==> src/hw/rtl/zes_pkg.sv <==
// Shared types and constants for the zip entry header scanner.
`default_nettype none

package zes_pkg;

    // Fixed part of a local file header and its signature
    localparam int          FIXED_BYTES  = 30;
    localparam logic [31:0] LOCAL_SIG    = 32'h04034b50;
    localparam logic [15:0] ENCRYPT_MASK = 16'h0001;

    // Event queue between the parser and the output stage
    localparam int QUEUE_DEPTH = 4;
    localparam int QUEUE_PTR_W = 2;

    // Output word width: fields packed from the name byte up, padded to bytes
    localparam int TDATA_W = 208;

    // Result kind, carried on tuser
    typedef enum logic [1:0] {
        KIND_NAME    = 2'd0,
        KIND_SUMMARY = 2'd1,
        KIND_END     = 2'd2
    } kind_t;

    // Reason the scan stopped
    typedef enum logic [1:0] {
        REASON_BAD_SIG   = 2'd0,
        REASON_SHORT     = 2'd1,
        REASON_OVERRUN   = 2'd2,
        REASON_EXHAUSTED = 2'd3
    } reason_t;

    // One parser event: a main result, optionally followed by an end of scan
    typedef struct packed {
        kind_t       kind;
        logic [7:0]  name_byte;
        logic [31:0] header_offset;
        logic [31:0] data_offset;
        logic [31:0] compressed_size;
        logic [31:0] uncompressed_size;
        logic [31:0] crc_value;
        logic [15:0] method;
        logic        encrypted;
        logic [15:0] name_length;
        reason_t     end_reason;
        logic        end_too;
        logic [31:0] end_offset;
        reason_t     end_reason2;
    } zes_event_t;

    // Output word for the main result of an event; unused fields are zero
    function automatic logic [TDATA_W-1:0] pack_main(input zes_event_t ev);
        logic [TDATA_W-1:0] w;
        begin
            w = '0;
            unique case (ev.kind)
                KIND_NAME:
                    w = {200'd0, ev.name_byte};
                KIND_SUMMARY:
                    w = {5'd0, 2'd0, ev.name_length, ev.encrypted, ev.method,
                         ev.crc_value, ev.uncompressed_size, ev.compressed_size,
                         ev.data_offset, ev.header_offset, 8'd0};
                KIND_END:
                    w = {5'd0, ev.end_reason, 161'd0, ev.header_offset, 8'd0};
                default:
                    w = '0;
            endcase
            return w;
        end
    endfunction

    // Output word for an end-of-scan result
    function automatic logic [TDATA_W-1:0] pack_end(input logic [31:0] offset,
                                                    input reason_t reason);
        return {5'd0, reason, 161'd0, offset, 8'd0};
    endfunction

endpackage

`default_nettype wire

==> src/hw/rtl/zes_front.sv <==
// Parser front end: takes archive bytes, walks headers and emits events.
`default_nettype none

module zes_front #(
    parameter int OFFSET_BITS = 32
) (
    input  wire                 clk,
    input  wire                 rst_n,
    input  wire                 in_valid,
    output logic                in_ready,
    input  wire  [7:0]          in_byte,
    input  wire                 cfg_we,
    input  wire  [31:0]         cfg_data,
    output logic                ev_push,
    output zes_pkg::zes_event_t ev,
    input  wire                 q_full
);
    import zes_pkg::*;

    localparam int LW = (OFFSET_BITS > 32) ? OFFSET_BITS : 32;
    localparam int AW = LW + 2;

    // Byte offsets inside the fixed header
    localparam int OFS_FLAGS  = 6;
    localparam int OFS_METHOD = 8;
    localparam int OFS_CRC    = 14;
    localparam int OFS_CSIZE  = 18;
    localparam int OFS_USIZE  = 22;
    localparam int OFS_NLEN   = 26;
    localparam int OFS_ELEN   = 28;

    typedef enum logic [4:0] {
        PH_FIXED = 5'b00001,
        PH_NAME  = 5'b00010,
        PH_EXTRA = 5'b00100,
        PH_DATA  = 5'b01000,
        PH_DONE  = 5'b10000
    } phase_t;

    phase_t                 phase_reg, phase_next;
    logic [OFFSET_BITS-1:0] pos_reg, pos_next;
    logic [OFFSET_BITS-1:0] start_reg, start_next;
    logic [OFFSET_BITS-1:0] len_reg, len_next;
    logic [31:0]            cnt_reg, cnt_next;
    logic [AW-1:0]          sum_reg, sum_next;
    logic [AW-1:0]          dofs_reg, dofs_next;
    logic [7:0]             hdr_reg [FIXED_BYTES];

    logic                   accept;
    logic [OFFSET_BITS-1:0] pos_inc;
    logic [31:0]            cnt_inc;
    logic [15:0]            nl, el;
    logic [31:0]            cs, us, crc;
    logic [15:0]            method, flags;
    logic [31:0]            sig;
    logic [2:0]             sc_start, sc_next;
    logic                   from_name, from_extra, from_data, from_done, entering;
    logic                   go_name, go_extra, go_data, ent_done;
    logic [AW-1:0]          need_end;

    // Start check: {fail, reason} for a header beginning at x
    function automatic logic [2:0] start_check(input logic [OFFSET_BITS-1:0] x,
                                               input logic [OFFSET_BITS-1:0] len);
        logic [OFFSET_BITS:0] top;
        begin
            top = {1'b0, x} + (OFFSET_BITS + 1)'(FIXED_BYTES);
            if (len <= x)
                return {1'b1, REASON_EXHAUSTED};
            else if (top > {1'b0, len})
                return {1'b1, REASON_SHORT};
            else
                return 3'd0;
        end
    endfunction

    assign in_ready = !q_full;
    assign accept   = in_valid && in_ready && (phase_reg != PH_DONE);
    assign pos_inc  = pos_reg + 1'b1;
    assign cnt_inc  = cnt_reg + 1'b1;

    // Header fields; the byte being taken may still be on the input
    assign sig    = {in_byte, hdr_reg[2], hdr_reg[1], hdr_reg[0]};
    assign nl     = {hdr_reg[OFS_NLEN+1], hdr_reg[OFS_NLEN]};
    assign el     = {(phase_reg == PH_FIXED) ? in_byte : hdr_reg[OFS_ELEN+1],
                     hdr_reg[OFS_ELEN]};
    assign cs     = {hdr_reg[OFS_CSIZE+3], hdr_reg[OFS_CSIZE+2],
                     hdr_reg[OFS_CSIZE+1], hdr_reg[OFS_CSIZE]};
    assign us     = {hdr_reg[OFS_USIZE+3], hdr_reg[OFS_USIZE+2],
                     hdr_reg[OFS_USIZE+1], hdr_reg[OFS_USIZE]};
    assign crc    = {hdr_reg[OFS_CRC+3], hdr_reg[OFS_CRC+2],
                     hdr_reg[OFS_CRC+1], hdr_reg[OFS_CRC]};
    assign method = {hdr_reg[OFS_METHOD+1], hdr_reg[OFS_METHOD]};
    assign flags  = {hdr_reg[OFS_FLAGS+1], hdr_reg[OFS_FLAGS]};

    assign sc_start = start_check(start_reg, len_reg);
    assign sc_next  = start_check(pos_inc, len_reg);
    assign need_end = sum_reg + AW'(el);

    // Clamp the written length to the offset range
    always_comb
    begin
        logic [LW-1:0] wd_ext;
        logic [LW-1:0] lim;
        wd_ext   = LW'(cfg_data);
        lim      = LW'({OFFSET_BITS{1'b1}});
        len_next = OFFSET_BITS'((wd_ext > lim) ? lim : wd_ext);
    end

    // Partial sums for the body fit and data offset, taken one byte early
    assign sum_next  = AW'(start_reg) + AW'(FIXED_BYTES) + AW'(nl) + AW'(cs);
    assign dofs_next = AW'(start_reg) + AW'(FIXED_BYTES) + AW'(nl);

    // Parse step
    always_comb
    begin
        phase_next = phase_reg;
        pos_next   = pos_reg;
        start_next = start_reg;
        cnt_next   = cnt_reg;
        ev_push    = 1'b0;
        ev         = '0;
        from_name  = 1'b0;
        from_extra = 1'b0;
        from_data  = 1'b0;
        from_done  = 1'b0;

        if (accept)
        begin
            pos_next = pos_inc;
            unique case (phase_reg)
                PH_FIXED:
                begin
                    cnt_next = cnt_inc;
                    if (cnt_reg == 32'd0 && sc_start[2])
                    begin
                        ev_push          = 1'b1;
                        ev.kind          = KIND_END;
                        ev.header_offset = 32'(start_reg);
                        ev.end_reason    = reason_t'(sc_start[1:0]);
                        phase_next       = PH_DONE;
                    end
                    else if (cnt_reg == 32'd3 && sig != LOCAL_SIG)
                    begin
                        ev_push          = 1'b1;
                        ev.kind          = KIND_END;
                        ev.header_offset = 32'(start_reg);
                        ev.end_reason    = REASON_BAD_SIG;
                        phase_next       = PH_DONE;
                    end
                    else if (cnt_reg == 32'(FIXED_BYTES - 1))
                    begin
                        ev_push          = 1'b1;
                        ev.header_offset = 32'(start_reg);
                        if (need_end > AW'(len_reg))
                        begin
                            ev.kind       = KIND_END;
                            ev.end_reason = REASON_OVERRUN;
                            phase_next    = PH_DONE;
                        end
                        else
                        begin
                            ev.kind              = KIND_SUMMARY;
                            ev.data_offset       = 32'(dofs_reg + AW'(el));
                            ev.compressed_size   = cs;
                            ev.uncompressed_size = us;
                            ev.crc_value         = crc;
                            ev.method            = method;
                            ev.encrypted         = |(flags & ENCRYPT_MASK);
                            ev.name_length       = nl;
                            from_name            = 1'b1;
                        end
                    end
                end
                PH_NAME:
                begin
                    ev_push      = 1'b1;
                    ev.kind      = KIND_NAME;
                    ev.name_byte = in_byte;
                    cnt_next     = cnt_inc;
                    from_extra   = (cnt_inc == 32'(nl));
                end
                PH_EXTRA:
                begin
                    cnt_next  = cnt_inc;
                    from_data = (cnt_inc == 32'(el));
                end
                PH_DATA:
                begin
                    cnt_next  = cnt_inc;
                    from_done = (cnt_inc == cs);
                end
                default:
                begin
                    phase_next = phase_reg;
                end
            endcase
        end

        // Section entry, skipping empty sections
        entering = from_name || from_extra || from_data || from_done;
        go_name  = from_name && (nl != 16'd0);
        go_extra = !go_name && (from_name || from_extra) && (el != 16'd0);
        go_data  = !go_name && !go_extra && (from_name || from_extra || from_data)
                   && (cs != 32'd0);
        ent_done = entering && !go_name && !go_extra && !go_data;

        if (entering)
            cnt_next = 32'd0;
        if (go_name)
            phase_next = PH_NAME;
        else if (go_extra)
            phase_next = PH_EXTRA;
        else if (go_data)
            phase_next = PH_DATA;
        else if (ent_done)
        begin
            // Entry complete: next header starts here
            phase_next = PH_FIXED;
            start_next = pos_inc;
            if (sc_next[2])
            begin
                phase_next = PH_DONE;
                if (ev_push)
                begin
                    ev.end_too     = 1'b1;
                    ev.end_offset  = 32'(pos_inc);
                    ev.end_reason2 = reason_t'(sc_next[1:0]);
                end
                else
                begin
                    ev_push          = 1'b1;
                    ev.kind          = KIND_END;
                    ev.header_offset = 32'(pos_inc);
                    ev.end_reason    = reason_t'(sc_next[1:0]);
                end
            end
        end
    end

    // Control state
    always_ff @(posedge clk or negedge rst_n)
    begin
        if (!rst_n)
        begin
            phase_reg <= PH_FIXED;
            pos_reg   <= '0;
            start_reg <= '0;
            cnt_reg   <= '0;
            len_reg   <= '0;
        end
        else
        begin
            phase_reg <= phase_next;
            pos_reg   <= pos_next;
            start_reg <= start_next;
            cnt_reg   <= cnt_next;
            if (cfg_we)
                len_reg <= len_next;
        end
    end

    // Header bytes and partial sums
    always_ff @(posedge clk)
    begin
        if (accept && phase_reg == PH_FIXED && cnt_reg < 32'(FIXED_BYTES))
            hdr_reg[cnt_reg[4:0]] <= in_byte;
        if (accept && phase_reg == PH_FIXED && cnt_reg == 32'(FIXED_BYTES - 2))
        begin
            sum_reg  <= sum_next;
            dofs_reg <= dofs_next;
        end
    end

endmodule

`default_nettype wire

==> src/hw/rtl/zes_fifo.sv <==
// Event queue between the parser and the output stage.
`default_nettype none

module zes_fifo (
    input  wire                 clk,
    input  wire                 rst_n,
    input  wire                 push,
    input  zes_pkg::zes_event_t push_ev,
    output logic                full,
    output logic                valid,
    output zes_pkg::zes_event_t head,
    input  wire                 pop
);
    import zes_pkg::*;

    zes_event_t             mem_reg [QUEUE_DEPTH];
    logic [QUEUE_PTR_W-1:0] wr_reg, wr_next;
    logic [QUEUE_PTR_W-1:0] rd_reg, rd_next;
    logic [QUEUE_PTR_W:0]   count_reg, count_next;
    logic                   do_push, do_pop;

    assign full    = (count_reg == (QUEUE_PTR_W + 1)'(QUEUE_DEPTH));
    assign valid   = (count_reg != '0);
    assign head    = mem_reg[rd_reg];
    assign do_push = push && !full;
    assign do_pop  = pop && valid;

    // Pointer and fill update
    always_comb
    begin
        wr_next    = do_push ? wr_reg + 1'b1 : wr_reg;
        rd_next    = do_pop ? rd_reg + 1'b1 : rd_reg;
        count_next = count_reg;
        if (do_push && !do_pop)
            count_next = count_reg + 1'b1;
        else if (do_pop && !do_push)
            count_next = count_reg - 1'b1;
    end

    always_ff @(posedge clk or negedge rst_n)
    begin
        if (!rst_n)
        begin
            wr_reg    <= '0;
            rd_reg    <= '0;
            count_reg <= '0;
        end
        else
        begin
            wr_reg    <= wr_next;
            rd_reg    <= rd_next;
            count_reg <= count_next;
        end
    end

    // Storage
    always_ff @(posedge clk)
    begin
        if (do_push)
            mem_reg[wr_reg] <= push_ev;
    end

endmodule

`default_nettype wire

==> src/hw/rtl/zes_back.sv <==
// Output stage: turns queued events into result words, one per cycle while the receiver is ready.
`default_nettype none

module zes_back (
    input  wire                          clk,
    input  wire                          rst_n,
    input  wire                          q_valid,
    input  zes_pkg::zes_event_t          q_head,
    output logic                         q_pop,
    output logic                         out_valid,
    input  wire                          out_ready,
    output logic [zes_pkg::TDATA_W-1:0]  out_data,
    output logic [1:0]                   out_user,
    output logic                         out_last
);
    import zes_pkg::*;

    logic               valid_reg, valid_next;
    logic               pend_reg, pend_next;
    logic [31:0]        pend_off_reg, pend_off_next;
    reason_t            pend_reason_reg, pend_reason_next;
    logic [TDATA_W-1:0] data_reg, data_next;
    kind_t              user_reg, user_next;
    logic               last_reg, last_next;
    logic               load;

    assign out_valid = valid_reg;
    assign out_data  = data_reg;
    assign out_user  = user_reg;
    assign out_last  = last_reg;

    // Output register is free when empty or being taken
    assign load  = !valid_reg || out_ready;
    assign q_pop = load && !pend_reg && q_valid;

    always_comb
    begin
        valid_next       = valid_reg;
        pend_next        = pend_reg;
        pend_off_next    = pend_off_reg;
        pend_reason_next = pend_reason_reg;
        data_next        = data_reg;
        user_next        = user_reg;
        last_next        = last_reg;
        if (load)
        begin
            if (pend_reg)
            begin
                // Trailing end of scan from the previous event
                valid_next = 1'b1;
                pend_next  = 1'b0;
                data_next  = pack_end(pend_off_reg, pend_reason_reg);
                user_next  = KIND_END;
                last_next  = 1'b1;
            end
            else if (q_valid)
            begin
                valid_next       = 1'b1;
                pend_next        = q_head.end_too;
                pend_off_next    = q_head.end_offset;
                pend_reason_next = q_head.end_reason2;
                data_next        = pack_main(q_head);
                user_next        = q_head.kind;
                last_next        = !q_head.end_too;
            end
            else
            begin
                valid_next = 1'b0;
            end
        end
    end

    always_ff @(posedge clk or negedge rst_n)
    begin
        if (!rst_n)
        begin
            valid_reg <= 1'b0;
            pend_reg  <= 1'b0;
        end
        else
        begin
            valid_reg <= valid_next;
            pend_reg  <= pend_next;
        end
    end

    always_ff @(posedge clk)
    begin
        pend_off_reg    <= pend_off_next;
        pend_reason_reg <= pend_reason_next;
        data_reg        <= data_next;
        user_reg        <= user_next;
        last_reg        <= last_next;
    end

endmodule

`default_nettype wire

==> src/hw/rtl/zip_entry_header_scanner.sv <==
// Zip entry header scanner: parser, event queue and output stage.
//
// Usage: feed the archive one byte per word on s_axis, from offset zero.
// Write archive_length through cfg_wr_en/cfg_wr_data before the scan starts.
// Results leave on m_axis: tuser gives the kind (name byte, entry summary,
// end of scan), tlast marks the final result caused by one input byte.
// Throughput: one byte per cycle while the event queue has room. A byte that
// causes two results (summary or last name byte followed by end of scan)
// takes two output words. A result passes through the event queue and then
// the output register before it is valid on m_axis.
// A four-word event queue sits between parser and output stage; when the
// receiver stalls, the queue fills and s_axis_tready drops, with no loss.
// After the end of scan, bytes are still taken and dropped.
// Reset: the scan restarts at offset zero, archive_length clears to zero and
// the queue and output register empty.
`default_nettype none

module zip_entry_header_scanner #(
    parameter int OFFSET_BITS = 32
) (
    input  wire                          clk,
    input  wire                          rst_n,
    // data_byte [7:0]
    input  wire  [7:0]                   s_axis_tdata,
    input  wire                          s_axis_tvalid,
    output logic                         s_axis_tready,
    // name_byte [7:0], header_offset [39:8], data_offset [71:40],
    // compressed_size [103:72], uncompressed_size [135:104], crc_value [167:136],
    // method [183:168], encrypted [184], name_length [200:185],
    // end_reason [202:201], zero pad [207:203]
    output logic [zes_pkg::TDATA_W-1:0]  m_axis_tdata,
    // kind [1:0]
    output logic [1:0]                   m_axis_tuser,
    output logic                         m_axis_tlast,
    output logic                         m_axis_tvalid,
    input  wire                          m_axis_tready,
    input  wire                          cfg_wr_en,
    input  wire  [31:0]                  cfg_wr_data
);
    import zes_pkg::*;

    zes_event_t fr_ev;
    zes_event_t q_head;
    logic       fr_push;
    logic       q_full;
    logic       q_valid;
    logic       q_pop;

    zes_front #(
        .OFFSET_BITS (OFFSET_BITS)
    ) u_front (
        .clk      (clk),
        .rst_n    (rst_n),
        .in_valid (s_axis_tvalid),
        .in_ready (s_axis_tready),
        .in_byte  (s_axis_tdata),
        .cfg_we   (cfg_wr_en),
        .cfg_data (cfg_wr_data),
        .ev_push  (fr_push),
        .ev       (fr_ev),
        .q_full   (q_full)
    );

    zes_fifo u_fifo (
        .clk     (clk),
        .rst_n   (rst_n),
        .push    (fr_push),
        .push_ev (fr_ev),
        .full    (q_full),
        .valid   (q_valid),
        .head    (q_head),
        .pop     (q_pop)
    );

    zes_back u_back (
        .clk       (clk),
        .rst_n     (rst_n),
        .q_valid   (q_valid),
        .q_head    (q_head),
        .q_pop     (q_pop),
        .out_valid (m_axis_tvalid),
        .out_ready (m_axis_tready),
        .out_data  (m_axis_tdata),
        .out_user  (m_axis_tuser),
        .out_last  (m_axis_tlast)
    );

endmodule

`default_nettype wire

==> config.mk <==
export PLATFORM = sky130hd
export DESIGN_NAME = zip_entry_header_scanner
export DESIGN_NICKNAME = d
export VERILOG_FILES = /design/src/hw/rtl/zes_pkg.sv /design/src/hw/rtl/zes_front.sv /design/src/hw/rtl/zes_fifo.sv /design/src/hw/rtl/zes_back.sv /design/src/hw/rtl/zip_entry_header_scanner.sv
export SDC_FILE = /design/constraint.sdc
export NUM_CORES = 2
export LEC_CHECK = 0
export BUFFER_PORTS_ARGS = -buffer_cell sky130_fd_sc_hd__buf_4
export CAP_MARGIN = 20
export CELL_PAD_IN_SITES_DETAIL_PLACEMENT = 0
export CELL_PAD_IN_SITES_GLOBAL_PLACEMENT = 2
export CORE_MARGIN = 4
export CORE_UTILIZATION = 44
export DETAILED_ROUTE_END_ITERATION = 10
export GPL_TIMING_DRIVEN = 1
export PLACE_DENSITY = 0.8
export SLEW_MARGIN = 20
export SYNTH_ARGS = -nofsm -noshare
export SYNTH_HDL_FRONTEND = slang
export SYNTH_SLANG_ARGS = --single-unit
==> constraint.sdc <==
create_clock -name clk -period 25.9 [get_ports clk]
set_input_delay 5.18 -clock clk [delete_from_list [all_inputs] [get_ports clk]]
set_output_delay 5.18 -clock clk [all_outputs]
set_load 0.02 [all_outputs]
==> impl_metrics.json <==
{
  "status": "finished, final reports clean",
  "cp_top_family": "buffers and inverters",
  "synth_compound_gate_area_share_pct": 5.17,
  "largest_register_ffs": 956,
  "ir_worst_vdd_mv": 0.0731,
  "vias": 41100,
  "wl_met2_um": 91500,
  "crit_top_cell": "buf_4",
  "slowest_stage": "buf_4",
  "synth.distinct_cells": 96,
  "syn_to_final_growth_pct": 13.8,
  "synth_top_family_by_area": "simple AND/OR/NAND/NOR gates",
  "ctsHoldBuffers": 0,
  "die_w_um": 411,
  "dr.pass1.iters": 7,
  "cts_resized": 0,
  "vias_per_cell": 5.60,
  "core_um2": 161000,
  "critPathMaxStageDelay_ns": 0.82,
  "finalSetupTns_ns": 0,
  "drtAntennaViolNets": 0,
  "h-tree-depth": 4,
  "highest_layer": "met5",
  "critPathKind": "input port to register",
  "overflow": 0,
  "slew_violations": 0,
  "die_y_um": 411,
  "routed_wl_um": 183000,
  "synth.yosys.seq_area_share_pct": 65.1,
  "leakage_nw": 26.7,
  "synthXorXnorAreaFrac_pct": 4.48,
  "ys_seq_elements": 1573,
  "cap_violations": 0,
  "total_power_mw": 6.13,
  "cts_sinks": 1573,
  "n_fill_cell": 13700,
  "required_ns": 26.29,
  "cts_tree": "yes",
  "grt_max_degree": 122,
  "async_flop_share_pct": 9.03,
  "place_congestion": 0.868,
  "yosysWarningCount": 0,
  "synth-simple-area-share_pct": 10.2,
  "synthAdderAreaFrac_pct": 4.86,
  "cp_max_fo": 65,
  "synth_top_area_share_pct": 60.1,
  "cp-start-kind": "input port",
  "wire_per_inst_um": 25.0,
  "critical_path.endpoint_type": "register",
  "worst_clock_skew_ns": 0.0580,
  "wl_met3_um": 10300,
  "netlist_area_um2": 71500,
  "synth_flop_cell": "edfxtp_1",
  "worst_pin_slew_ns": 1.12,
  "period_share_pct": 49.6,
  "grt_usage_pct": 21.6,
  "cts_buffer_depth": 3,
  "yosysTopAreaCell": "edfxtp_1",
  "antenna_found_initial": 6,
  "io_buffers": 252,
  "place_hpwl_um": 124000,
  "antenna_cells": 0,
  "rows": 147,
  "fp.dieArea_um2": 169000,
  "avgSynthCellArea_um2": 15.0,
  "finalHoldViolCount": 0,
  "period_minus_slack_ns": 12.86,
  "synth.area.top_cells": "edfxtp_1 (60%), mux4_2 (7.5%), dfrtp_1 (4.9%), ha_1 (4.7%), xnor2_1 (2.9%)",
  "setup_violations": 0,
  "clock_latency_ns": 0.82,
  "post_cts_buffers": 0,
  "wl_met1_um": 77400,
  "cts_buffers": 164,
  "root_buffer": "clkbuf_16",
  "path_clk_slew_ns": 0.07,
  "fmax_ghz": 0.0778,
  "powerDensity_nw_per_um2": 75.4,
  "synthMuxAreaShare_pct": 7.76,
  "drc": 0,
  "drive_above_1_share_pct": 17.4,
  "num_io_pins": 258,
  "synth_cells": 4764,
  "synth_edf_count": 1431,
  "rsz0062_at_grt": "false",
  "hp-class": "register to register",
  "relSlewSlack_pct": 25.4,
  "start_util_pct": 44.4,
  "grt_pass1_wl_um": 274000,
  "arrival_ns": 13.25,
  "final_nets": 5362,
  "path_buf_inv": 6,
  "holdWs_ns": 0.509,
  "grt_pass1_vias": 41300,
  "drtIter0Drc": 3117
}
[worst reg2reg max path, stage by stage (launching register included)]
cell	delay (ns)
dfrtp_1	0.61
ha_1	0.34
and4_1	0.40
nand3_1	0.34
nor2_1	0.22
xnor2_1	0.08
buf_4	0.18
nor4_1	0.44
nor3b_1	0.67
nand3_1	0.33
nor3_1	0.25
xnor2_1	0.10
ha_1	0.29
nand4_1	0.15
nor3_1	0.27
nand4_1	0.24
or3_1	0.47
a21oi_1	0.27
nor3_1	0.11
a221oi_1	0.40
a311oi_1	0.08
buf_4	0.21
o21ai_4	0.27
and2_4	0.47
buf_4	0.76
buf_4	0.86
buf_4	0.77
[per-stage QoR]
step | cells | utilization, % | area (µm²) | worst slack, ns
2_1_floorplan | 4768 | - | 71500 | 11.20
3_3_place_gp | 7036 | 47.0 | 75800 | 12.31
3_5_place_dp | 7036 | 47.0 | 75800 | 12.25
4_1_cts | 7343 | 50.5 | 81300 | 13.07
5_1_grt | 7343 | 50.5 | 81300 | 12.43
6_report | 7343 | 50.5 | 81300 | 13.04
[layer usage]
metal	track usage (%)	up-vias
met5	0	-
met4	5.68	6
met3	3.83	237
met2	36.4	1090
met1	29.1	20900
li1	-	18900
[final cells by class]
| class | instances | area, µm² | share of cell area [%] |
|---|---|---|---|
| repair buffers | 331 | 2510 | 3.09 |
| flip-flops and latches | 1573 | 46500 | 57.2 |
| multi-input cells | 2783 | 23300 | 28.7 |
| clock inverters | 104 | 1230 | 1.51 |
| well taps | 2160 | 2700 | 3.32 |
| clock buffers | 203 | 4320 | 5.31 |
| inverters | 189 | 711 | 0.874 |
[synth_stat cells, drive strengths merged (108+ instances only)]
| cell | number |
|---|---|
| xor2 | 108 |
| dfrtp | 141 |
| and3 | 200 |
| o21ai | 180 |
| nor2 | 211 |
| clkbuf | 136 |
| edfxtp | 1431 |
| and2 | 158 |
| ha | 270 |
| nand2 | 237 |
| inv | 188 |
| mux4 | 239 |
| xnor2 | 235 |
| a21oi | 117 |
[report_power, final]
part           total (mW)  switching (mW)  internal [mW]
sequential           2.92          0.0647           2.85
combinational       0.823           0.504          0.319
clock                2.39            1.00           1.39
total                6.13            1.57           4.56
[worst paths after layout]
kind                                     startpoint                      to  slack (ns)  cells past startpoint
worst min register to register  u_front.pos_reg[31]     u_front.pos_reg[31]        0.51                      2
worst min-delay path            u_front.pos_reg[31]     u_front.pos_reg[31]        0.51                      2
worst max register to register   u_front.pos_reg[0]  u_fifo.mem_reg[1][177]       15.87                     26
worst max-delay path                s_axis_tdata[1]  u_fifo.mem_reg[1][177]       13.04                     25
max in group asynchronous                     rst_n     u_front.cnt_reg[30]       19.91                      2
min in group asynchronous                     rst_n     u_front.pos_reg[25]        4.41                      1
[cell usage in the layout (no fill, tap or decap), drive strengths merged, types with 71 or more instances in the layout]
cell / count
nand3: 97
nor2: 211
clkbuf: 203
mux4: 239
dfrtp: 141
nor3: 104
ha: 270
xor2: 108
clkinv: 71
xnor2: 235
a21oi: 117
and2: 158
buf: 331
and3: 200
inv: 193
nand2: 237
edfxtp: 1431
o21ai: 180
nand4: 91
[logic make-up after synthesis]
kind of cell | after synthesis
flops | 1573
fa+ha+maj | 275
mux | 255
buf+inv | 412
xor+xnor | 352
compound gates | 563
simple gates | 1333
other cells | 1
No activity file was read; power rests on OpenSTA's default activity.
